[config.mk]
export PLATFORM = sky130hd
export DESIGN_NAME = sost_sweep
export DESIGN_NICKNAME = d
export VERILOG_FILES = /design/src/hw/rtl/sost_pkg.sv /design/src/hw/rtl/sost_sweep.sv
export SDC_FILE = /design/constraint.sdc
export NUM_CORES = 1
export LEC_CHECK = 0
export BUFFER_PORTS_ARGS = -buffer_cell sky130_fd_sc_hd__buf_2
export CAP_MARGIN = 20
export CELL_PAD_IN_SITES_DETAIL_PLACEMENT = 2
export CELL_PAD_IN_SITES_GLOBAL_PLACEMENT = 2
export CORE_UTILIZATION = 31
export CTS_BUF_LIST = sky130_fd_sc_hd__clkbuf_4
export DETAILED_ROUTE_END_ITERATION = 10
export PLACE_DENSITY = 0.87
export RECOVER_POWER = 100
export SLEW_MARGIN = 30
export SYNTH_ARGS = -nofsm -noshare
export SYNTH_HDL_FRONTEND = slang
export SYNTH_SLANG_ARGS = --single-unit
[constraint.sdc]
create_clock -name clk -period 5.5 [get_ports clk]
set_clock_uncertainty 0.15 [all_clocks]
set_input_delay 0.55 -clock clk [delete_from_list [all_inputs] [get_ports clk]]
set_output_delay 0.55 -clock clk [all_outputs]
set_load 0.05 [all_outputs]
[src/hw/rtl/sost_pkg.sv]
// sum-over-subsets transform: shared constants, item types and state encodings
// used by sost_sweep and sum_over_subsets_transform_core; no dependencies
package sost_pkg;

  localparam int LOG_ENTRIES = 10;
  localparam int VALUE_BITS  = 32;
  localparam int ENTRIES     = 1 << LOG_ENTRIES;

  localparam int INDEX_W = 10;
  localparam int FIELD_W = 32;
  localparam int CFG_W   = 4;
  localparam int EFF_W   = ($clog2(LOG_ENTRIES + 1) > CFG_W) ? $clog2(LOG_ENTRIES + 1) : CFG_W;

  localparam logic [CFG_W-1:0] ACTIVE_BITS_RESET = CFG_W'(10);

  typedef enum logic [1:0] {
    CMD_WRITE  = 2'd0,
    CMD_RUN    = 2'd1,
    CMD_READ   = 2'd2,
    CMD_UNUSED = 2'd3
  } command_t;

  typedef enum logic {
    KIND_READ = 1'b0,
    KIND_DONE = 1'b1
  } kind_t;

  typedef struct packed {
    command_t                   command;
    logic [INDEX_W-1:0]         index;
    logic signed [FIELD_W-1:0]  value;
  } in_item_t;

  typedef struct packed {
    kind_t                      kind;
    logic [INDEX_W-1:0]         entry_index;
    logic signed [FIELD_W-1:0]  entry_value;
  } out_item_t;

  typedef struct packed {
    logic                       rd_en;
    logic [LOG_ENTRIES-1:0]     rd_addr_a;
    logic [LOG_ENTRIES-1:0]     rd_addr_b;
    logic                       wr_en;
    logic [LOG_ENTRIES-1:0]     wr_addr;
    logic [VALUE_BITS-1:0]      wr_data;
  } sweep_req_t;

  typedef enum logic [1:0] {
    SW_IDLE,
    SW_ISSUE,
    SW_DRAIN
  } sweep_state_t;

  typedef enum logic [1:0] {
    T_IDLE,
    T_READ,
    T_RUN,
    T_DONE
  } top_state_t;

endpackage

[src/hw/rtl/sost_sweep.sv]
// transform sequencer: walks bit passes and entries, reads pairs, writes sums back
// depends on sost_pkg
module sost_sweep (
  input  logic                               clk,
  input  logic                               rst,
  input  logic                               start,
  input  logic [sost_pkg::EFF_W-1:0]         eff_bits,
  input  logic [sost_pkg::VALUE_BITS-1:0]    rdata_a,
  input  logic [sost_pkg::VALUE_BITS-1:0]    rdata_b,
  output sost_pkg::sweep_req_t               req,
  output logic                               done
);

  localparam logic [sost_pkg::LOG_ENTRIES-1:0] ONE = sost_pkg::LOG_ENTRIES'(1);

  sost_pkg::sweep_state_t            state, state_next;
  logic [sost_pkg::EFF_W-1:0]        bit_pos, bit_pos_next;
  logic [sost_pkg::LOG_ENTRIES-1:0]  k, k_next;
  logic                              done_next;
  logic                              wb_valid;
  logic [sost_pkg::LOG_ENTRIES-1:0]  wb_addr;
  logic [sost_pkg::LOG_ENTRIES-1:0]  bit_mask, low_mask, half_last, m;

  // entry with the current bit set, built by inserting a one into k
  assign bit_mask  = ONE << bit_pos;
  assign low_mask  = bit_mask - ONE;
  assign m         = ((k & ~low_mask) << 1) | bit_mask | (k & low_mask);
  assign half_last = (ONE << (eff_bits - sost_pkg::EFF_W'(1))) - ONE;

  always_ff @(posedge clk) begin
    if (rst) begin
      state    <= sost_pkg::SW_IDLE;
      done     <= 1'b0;
      wb_valid <= 1'b0;
      bit_pos  <= '0;
      k        <= '0;
    end else begin
      state    <= state_next;
      done     <= done_next;
      wb_valid <= (state == sost_pkg::SW_ISSUE);
      bit_pos  <= bit_pos_next;
      k        <= k_next;
    end
  end

  always_ff @(posedge clk) begin
    wb_addr <= m;
  end

  always_comb begin
    state_next   = state;
    bit_pos_next = bit_pos;
    k_next       = k;
    done_next    = 1'b0;
    req.rd_en    = 1'b0;
    req.rd_addr_a = m;
    req.rd_addr_b = m & ~bit_mask;
    req.wr_en    = wb_valid;
    req.wr_addr  = wb_addr;
    req.wr_data  = rdata_a + rdata_b;
    case (state)
      sost_pkg::SW_IDLE: begin
        if (start) begin
          bit_pos_next = '0;
          k_next       = '0;
          if (eff_bits == '0) begin
            done_next = 1'b1;
          end else begin
            state_next = sost_pkg::SW_ISSUE;
          end
        end
      end
      sost_pkg::SW_ISSUE: begin
        req.rd_en = 1'b1;
        if (k == half_last) begin
          state_next = sost_pkg::SW_DRAIN;
        end else begin
          k_next = k + ONE;
        end
      end
      sost_pkg::SW_DRAIN: begin
        // last write-back of the pass lands here
        if (bit_pos == eff_bits - sost_pkg::EFF_W'(1)) begin
          done_next  = 1'b1;
          state_next = sost_pkg::SW_IDLE;
        end else begin
          bit_pos_next = bit_pos + sost_pkg::EFF_W'(1);
          k_next       = '0;
          state_next   = sost_pkg::SW_ISSUE;
        end
      end
      default: begin
        state_next = sost_pkg::SW_IDLE;
      end
    endcase
  end

endmodule

Word level (Yosys, flattened, before mapping)
Cells that the tools add are included. W data, S select, Z words.

Logic and storage cells: 54. ROM bits: 0. Register bits after elaboration: 28. Bits in latches: 0. Memories kept: 0. Input port bits: 71. Memory bits (writable): 0. Output and inout port bits: 65.

Bitwise logic cells: 7. $lt $le $gt $ge: 0. Equality and inequality tests: 9. Mux-type cells: 17. $mul: 0. Div/mod/pow operators: 0. Shift operators: 2. Reductions and logical operators: 7. Add/subtract/negate cells: 6.

Operator list (count): $add A32 B32 Y32 (1); $mux W10 (3); $pmux W10 S3 (1); $and A10 B10 Y10 (2); $or A10 B10 Y10 (2); $shl A1 B4 Y10 const A (2); $sub A10 B1 Y10 const B (2); $add A10 B1 Y10 const B (1); $eq A10 B10 Y1 (1); $not A10 Y10 (1); $and A9 B9 Y9 (1); $not A9 Y9 (1); $mux W4 (2); $ne A2 B2 Y1 const B (4); $pmux W4 S2 (1); $mux W2 (3); $pmux W2 S3 (1); $reduce_and A3 Y1 (2); $mux W1 (5); $add A4 B1 Y4 const B (1); $eq A4 B4 Y1 (1); $logic_not A4 Y1 (1); $reduce_and A4 Y1 (1); $sub A4 B1 Y4 const B (1); 7 further kinds (7).

Logic depth before layout (Yosys ltp)
Gate-level depths: netlist (run 1).

Word-level depth: 7. Gate-level depth with buffers: 18. Depth with buffers taken out: 15.

Least setup slack after synthesis (run 1)
OpenSTA, ideal clock, no wires.

Path kind: input to output. From: input port rdata_a[0] in the netlist's numbering. To: output port req[26] in the netlist's numbering. Cell stages on the path: 10. Required time: 4.800 ns. Arrival time: 4.400 ns. Buffers on the path: 0. Slack: 0.400 ns. Cell sequence: ha_1 -> inv_1 -> fa_1 -> nor2b_1 -> o2111ai_1 -> a2111oi_0 -> o21ai_0 -> a211oi_1 -> o41ai_1 -> o311ai_0.

RTL lines: start, declared (line sost_sweep.sv:8) `input logic [sost_pkg::VALUE_BITS-1:0] rdata_a,`; end, declared (line sost_sweep.sv:10) `output sost_pkg::sweep_req_t req,`.

Final worst setup path (run 1)
From: input port eff_bits[0] in the netlist's numbering. To: register k[1] in the netlist's numbering.

Longest elaborated chain between the ends: 6. Elaborated cells on any way between the ends: 8. Classes of those cells: add/sub (2); eq/ne (4); shift (1); reduce/logical (1).

RTL lines: start, declared (line sost_sweep.sv:7) `input logic [sost_pkg::EFF_W-1:0] eff_bits,`; $sub A4 B1 Y4 * (line sost_sweep.sv:28, sost_sweep.sv:83); $shl A1 B4 Y10 (line sost_sweep.sv:28) `assign half_last = (ONE << (eff_bits - sost_pkg::EFF_W'(1))) - ONE;`; $sub A10 B1 Y10 (line sost_sweep.sv:28); $eq A10 B10 Y1 (line sost_sweep.sv:75) `if (k == half_last) begin`; $ne A2 B2 Y1 (no source line); $reduce_and A4 Y1 (no source line) *; end signal, assigned (line sost_sweep.sv:42) `k <= k_next;`; end, declared (line sost_sweep.sv:18) `logic [sost_pkg::LOG_ENTRIES-1:0] k, k_next;`.

Mark *: on every way between the ends. The rest lies on a longest branch, timed or not. A chain may end at the register's enable or synchronous reset.

==> results of run 1 <==
-- per-layer routing --
layer	up-vias	track usage, %	wire, um
met4	2	4.59	210
met5	-	0	8
met1	2101	25.5	6020
met3	16	2.96	515
li1	2155	-	-
met2	102	40.8	7080
-- power by group through the flow --
stage	combinational, mW	clock, mW	sequential, mW
floorplan	0.439	0	0.223
global placement	0.578	0	0.217
detailed placement	0.595	0	0.218
CTS	0.599	0.0985	0.214
global route	0.620	0.105	0.215
finish	0.577	0.0936	0.214
-- stage by stage --
step | cell area (um^2) | worst slack [ns] | std cells | util, %
2_1_floorplan | 3910 | 0.400 | 522 | -
3_3_place_gp | 4700 | 1.14 | 807 | 38.7
3_5_place_dp | 4700 | 0.805 | 807 | 38.7
4_1_cts | 4730 | 0.979 | 811 | 38.9
5_1_grt | 4630 | 0.407 | 812 | 38.1
6_report | 4630 | 0.799 | 812 | 38.1
-- final cells by class --
class	instances	area, um^2	share of cell area, %
inverters	29	109	2.35
clock buffers	3	22.5	0.486
flip-flops and latches	28	561	12.1
repair buffers	137	604	13.0
clock inverters	1	3.75	0.0810
well taps	168	210	4.54
multi-input cells	446	3120	67.4
-- cells in the final DEF (no fill, tap or decap), types with 7 or more instances in the layout --
cell      synthesis  layout
a211oi_1         11      11
a21o_1           12      12
a21oi_1          41      41
and2_1            9       9
and3_1           12      12
buf_2             4      69
clkbuf_1         10      67
dfxtp_1          28      28
ha_1             45      45
inv_1            29      29
nand2_1          45      45
nand2b_1         10      10
nand3_1          22      22
nor2_1           33      33
nor2b_1          13      13
nor3_1            5       7
o211ai_1         10      10
o21ai_0          27      32
o31ai_1           7       7
or3_1             9       9
xnor2_1          31      31
xor2_1           15      15
-- flip-flops by register name, summed over array words and instances, names as in the netlist --
register,cells
wb_addr,10
state,2
done,1
bit_pos,4
wb_valid,1
k,10
-- logic make-up after synthesis --
family,count (synthesis),synth area share (%)
adders and majority gates,46,14.9
and+or+nand+nor,189,26.3
AOI/OAI and AO/OA,161,27.3
buffers and inverters,48,5.40
DFF,28,14.3
muxes,2,0.544
xor gates and xnor gates,48,11.3
-- final timing paths --
kind | from | endpoint | slack (ns) | depth (start not counted)
worst min-delay path | start | bit_pos[3] | 0.26 | 2
worst min register to register | k[9] | k[9] | 0.41 | 2
worst max-delay path | eff_bits[0] | k[1] | 0.80 | 16
worst max register to register | k[2] | k[1] | 2.42 | 9
-- critical path: cells and delay by family --
family                     cells  cell delay (ns)
AOI/OAI and AO/OA              5             0.87
xor gates and xnor gates       1             0.26
adders and majority gates      2             0.73
buffers and inverters          3             0.84
and+or+nand+nor                5             1.53
==> impl_metrics.csv, run 1 <==
group,metric,value,unit
synthesis,ys_warn_count,0,
timing,finalHoldViolations,0,
synthesis,yosys_register_bits,28,
setup_path,cp.arrival,4.80,ns
setup_path,critPathCaptureType,"flip-flop",
clock_tree,clock-root-buffer,"clkbuf_4",
global_route,grt_overflow,0,
synthesis,syn-num-nets,639,
clock_tree,cts_buffers,3,
route,vias,4376,
power,intPower,394,uW
clock_tree,cts.reportedPaths.clkPinSlew,0.16,ns
global_route,grt_pass1_vias,4663,
place,place_hpwl,11900,um
setup_path,slowest_stage,"nor4_2",
final_layout,antenna_cells,0,
power,power.switching,490,uW
synthesis,synth_flop_cell,"dfxtp_1",
timing,relSlewSlack,36.4,%
power,p_sw_share,55.4,%
clock_tree,cts.repair.resized,0,
clock_tree,cts_setup_buffers,0,
power,power_density,191,mW/mm^2
run_status,status,"finished clean",
synthesis,yosysTopAreaCell,"ha_1",
power,seqPwrFrac,24.2,%
final_layout,nFillCells,1520,
floorplanning,initial_core_util,32.2,%
setup_path,crit_path_frequent_cell,"o21ai_0",
setup_path,crit_chain,"clkbuf_1, inv_1, ha_1, nand2_1, o21ai_0, a31oi_1, ha_1, xor2_1, nand3_1, o21ai_0, a2bb2oi_1, or3_4, nor4_2, buf_4, nand2b_1, o21ai_0",
route,firstDrtPassIters,4,
synthesis,synth_top_area_share,14.4,%
setup_path,slowest_delay,0.69,ns
power,total_power,885,uW
floorplanning,fp.coreArea,0.0122,mm^2
timing,rsz0062_at_grt,"no",
global_route,grt_max_degree,20,
synthesis,synth_area_per_cell,7.50,um^2
route,routed_wl,13800,um
power,p_leak,2.01,nW
synthesis,synth_area,0.00391,mm^2
timing,setup_tns,0,ns
min_path,min_path_type,"input pin to flip-flop",
global_route,grt_antenna_before_repair,1,
timing,worstMarginPinSlew,0.947,ns
route,final_antenna_net_count,0,
timing,finalCritPeriodShare,85.5,%
final_layout,syn_to_final_growth,18.4,%
synthesis,synth_edf_count,0,
synthesis,async_flop_share,0,%
timing,holdWs,0.259,ns
place,gp_routability_congestion,0.830,
clock_tree,clk-insertion-delay-late,0.35,ns
clock_tree,clock-sinks,28,
floorplanning,top_level_ports,136,
route,routed_via_density,5.39,
clock_tree,holdBufCountCts,0,
synthesis,synth_area_leaders,"ha_1, dfxtp_1, xnor2_1, a21oi_1, nand2_1",
place,portBuffers,135,
setup_path,path_max_fanout,14,
setup_path,required,5.59,ns
final_layout,drive_above_1_share,14.0,%
floorplanning,die_w,114,um
floorplanning,die_h,114,um
run,drv_cap,0,
route,wl_per_cell,17.0,um
power,peakVddDrop,0.121,mV
setup_path,worst_setup_path_start_kind,"input pin",
synthesis,synthTopCellsByCount,"ha_1, nand2_1, a21oi_1",
clock_tree,tritoncts,"yes",
setup_path,worstSetupPathType,"input pin to flip-flop",
timing,fin_crit,4.70,ns
floorplanning,die-area,0.0131,mm^2
clock_tree,cts-htree-levels,1,
route,drt_iter0_markers,73,
global_route,grt_usage,21.5,%
final_layout,finalNetCount,762,
clock_tree,clockBufferDepth,2,
timing,clock.fmax,0.213,GHz
timing,setup_violations,0,
global_route,grt_pass1_wl,22800,um
synthesis,synth_seq_area_share,14.3,%
power,pwr-share-comb,65.2,%
synthesis,synthCells,522,
synthesis,yosys.cell_types.count,73,
route,drc,0,
floorplanning,fp-row-count,40,
power,p_clk_share,10.6,%
timing,maxSlewViolCount,0,
(Power assumes the default switching activity.)
==> inputs of run 2 (changes only) <==
Settings changed: PLACE_DENSITY 0.87 to 0.95.
==> run 2 against run 1 <==
  * Sequential share of layout area is essentially flat
  * Critical endpoint is now req[30]
  * Combinational power grew 2%
  * Sequential cell count is the same
  * Critical path depth shrank 3
  * Utilization is essentially flat
  * Maximum frequency grew 0.12%
  * First-iteration DRC count grew 110%
  * Power grew 1.1%
  * Hold slack gained 0.028 ns
  * Cell count shrank 0.12%
==> impl_metrics.csv, run 2 (synthesized netlist as in run 1, its figures left out) <==
group,metric,value,unit
floorplanning,initial_core_util,32.2,%
final_layout,antenna_cells,0,
timing,maxSlewViolCount,0,
final_layout,syn_to_final_growth,18.3,%
place,gp_routability_congestion,0.870,
floorplanning,fp.coreArea,0.0122,mm^2
global_route,grt_max_degree,20,
power,p_clk_share,10.1,%
setup_path,critPathCaptureType,"primary output",
clock_tree,clock-sinks,28,
power,power_density,193,mW/mm^2
power,pwr-share-comb,66.0,%
global_route,grt_usage,22.9,%
final_layout,finalNetCount,761,
route,drt_iter0_markers,156,
final_layout,nFillCells,1526,
floorplanning,die_w,114,um
timing,rsz0062_at_grt,"no",
final_layout,seq_area,561,um^2
timing,relSlewSlack,43.5,%
clock_tree,clock-root-buffer,"clkbuf_4",
place,place_hpwl,13000,um
power,peakVddDrop,0.108,mV
global_route,grt_antenna_before_repair,0,
setup_path,slowest_delay,0.53,ns
global_route,grt_pass1_vias,4918,
clock_tree,cts_buffers,3,
setup_path,worst_setup_path_start_kind,"input pin",
global_route,grt_overflow,0,
run,drv_cap,0,
setup_path,crit_chain,"buf_2, ha_1, inv_1, fa_1, nor2b_1, o2111ai_1, a2111oi_0, o21ai_0, a211o_1, a211oi_1, o21ai_0, nand3b_1, clkbuf_1",
final_layout,biggestRegsByFlops,"k (10), wb_addr (10), bit_pos (4)",
setup_path,slowest_stage,"a2111oi_0",
clock_tree,holdBufCountCts,0,
setup_path,crit_path_frequent_cell,"o21ai_0",
setup_path,path_max_fanout,4,
timing,fin_crit,4.70,ns
clock_tree,cts_setup_buffers,0,
global_route,grt_pass1_wl,24100,um
place,place_area,0.00470,mm^2
setup_path,cp_top_family,"compound AO/OA/AOI/OAI gates",
power,intPower,395,uW
floorplanning,die-area,0.0131,mm^2
min_path,min_path_type,"input pin to flip-flop",
final_layout,final_area,0.00463,mm^2
setup_path,worstSetupPathType,"input pin to primary output",
timing,setup_violations,0,
final_layout,layout_commonest_cell,"buf_2",
timing,worstMarginPinSlew,0.841,ns
floorplanning,fp-row-count,40,
clock_tree,cts.reportedPaths.clkPinSlew,0.16,ns
setup_path,cp_num_buf_inv,3,
floorplanning,top_level_ports,136,
clock_tree,clockBufferDepth,2,
clock_tree,tritoncts,"yes",
route,wl_per_cell,18.6,um
power,p_leak,2.01,nW
power,seqPwrFrac,23.9,%
power,p_sw_share,55.8,%
final_layout,multiInputGateArea,0.00313,mm^2
timing,setup_tns,0,ns
clock_tree,cts-htree-levels,1,
final_layout,final_cell_mix,"buf_2, clkbuf_1, nand2_1, ha_1, a21oi_1",
clock_tree,clk-insertion-delay-late,0.33,ns
setup_path,cp.arrival,4.00,ns
setup_path,required,4.80,ns
clock_tree,cts.repair.resized,0,
route,drc,0,
timing,finalCritPeriodShare,85.4,%
run_status,status,"finished clean",
timing,finalHoldViolations,0,
final_layout,drive_above_1_share,13.7,%
route,final_antenna_net_count,0,
place,portBuffers,135,
power,power.switching,500,uW
route,routed_via_density,5.53,
route,routed_wl,15100,um
route,vias,4484,
timing,clock.fmax,0.213,GHz
route,firstDrtPassIters,4,
floorplanning,die_h,114,um
-- run 2: cell types whose count changed in the layout (fill, tap and decap cells not counted), sizes merged --
cell,change
buf,-1
-- run 2: path summary, 6_finish.rpt --
check	startpoint	to	slack, ns	depth (start not counted)
worst max-delay path	rdata_a[0]	req[30]	0.80	13
worst min-delay path	start	bit_pos[0]	0.29	2
worst max register to register	bit_pos[0]	k[8]	2.53	7
worst min register to register	k[9]	k[9]	0.45	2
-- run 2: stage by stage --
step	power, mW	setup WS (ns)	std cells	utilization, %	hold slack (ns)
3_3_place_gp	0.795	1.15	807	38.7	0.387
4_1_cts	0.918	0.988	811	38.9	0.265
3_5_place_dp	0.823	0.861	807	38.7	0.422
2_1_floorplan	0.662	0.400	522	-	0.337
5_1_grt	0.945	0.387	811	38.1	0.262
6_report	0.895	0.804	811	38.1	0.288
-- run 2: layer usage --
layer | track usage [%] | routed length (um) | vias up
met1 | 24.8 | 6040 | 2170
met5 | 0 | 0 | -
met2 | 46.3 | 8100 | 140
met3 | 2.70 | 651 | 26
li1 | - | - | 2148
met4 | 5.97 | 332 | 0
-- run 2: area by class of cell --
cell class / instances / area share (%)
Multi-Input combinational cell: 446 / 67.5
Timing Repair Buffer: 136 / 12.9
Clock inverter: 1 / 0.0811
Clock buffer: 3 / 0.487
Inverter: 29 / 2.35
Tap cell: 168 / 4.54
Sequential cell: 28 / 12.1
-- run 2: worst reg2reg max path: cells and delay by family (launching register included) --
kind	cells	cell delay [ns]
xor gates and xnor gates	1	0.29
DFF	1	0.57
and+or+nand+nor	6	1.89
-- run 2: power by group through the flow --
stage / clock network [mW] / logic, mW / registers (mW)
after floorplan: 0 / 0.439 / 0.223
after global placement: 0 / 0.578 / 0.217
final: 0.0903 / 0.591 / 0.214
after CTS: 0.0954 / 0.609 / 0.214
after detailed placement: 0 / 0.605 / 0.218
after global routing: 0.102 / 0.629 / 0.214
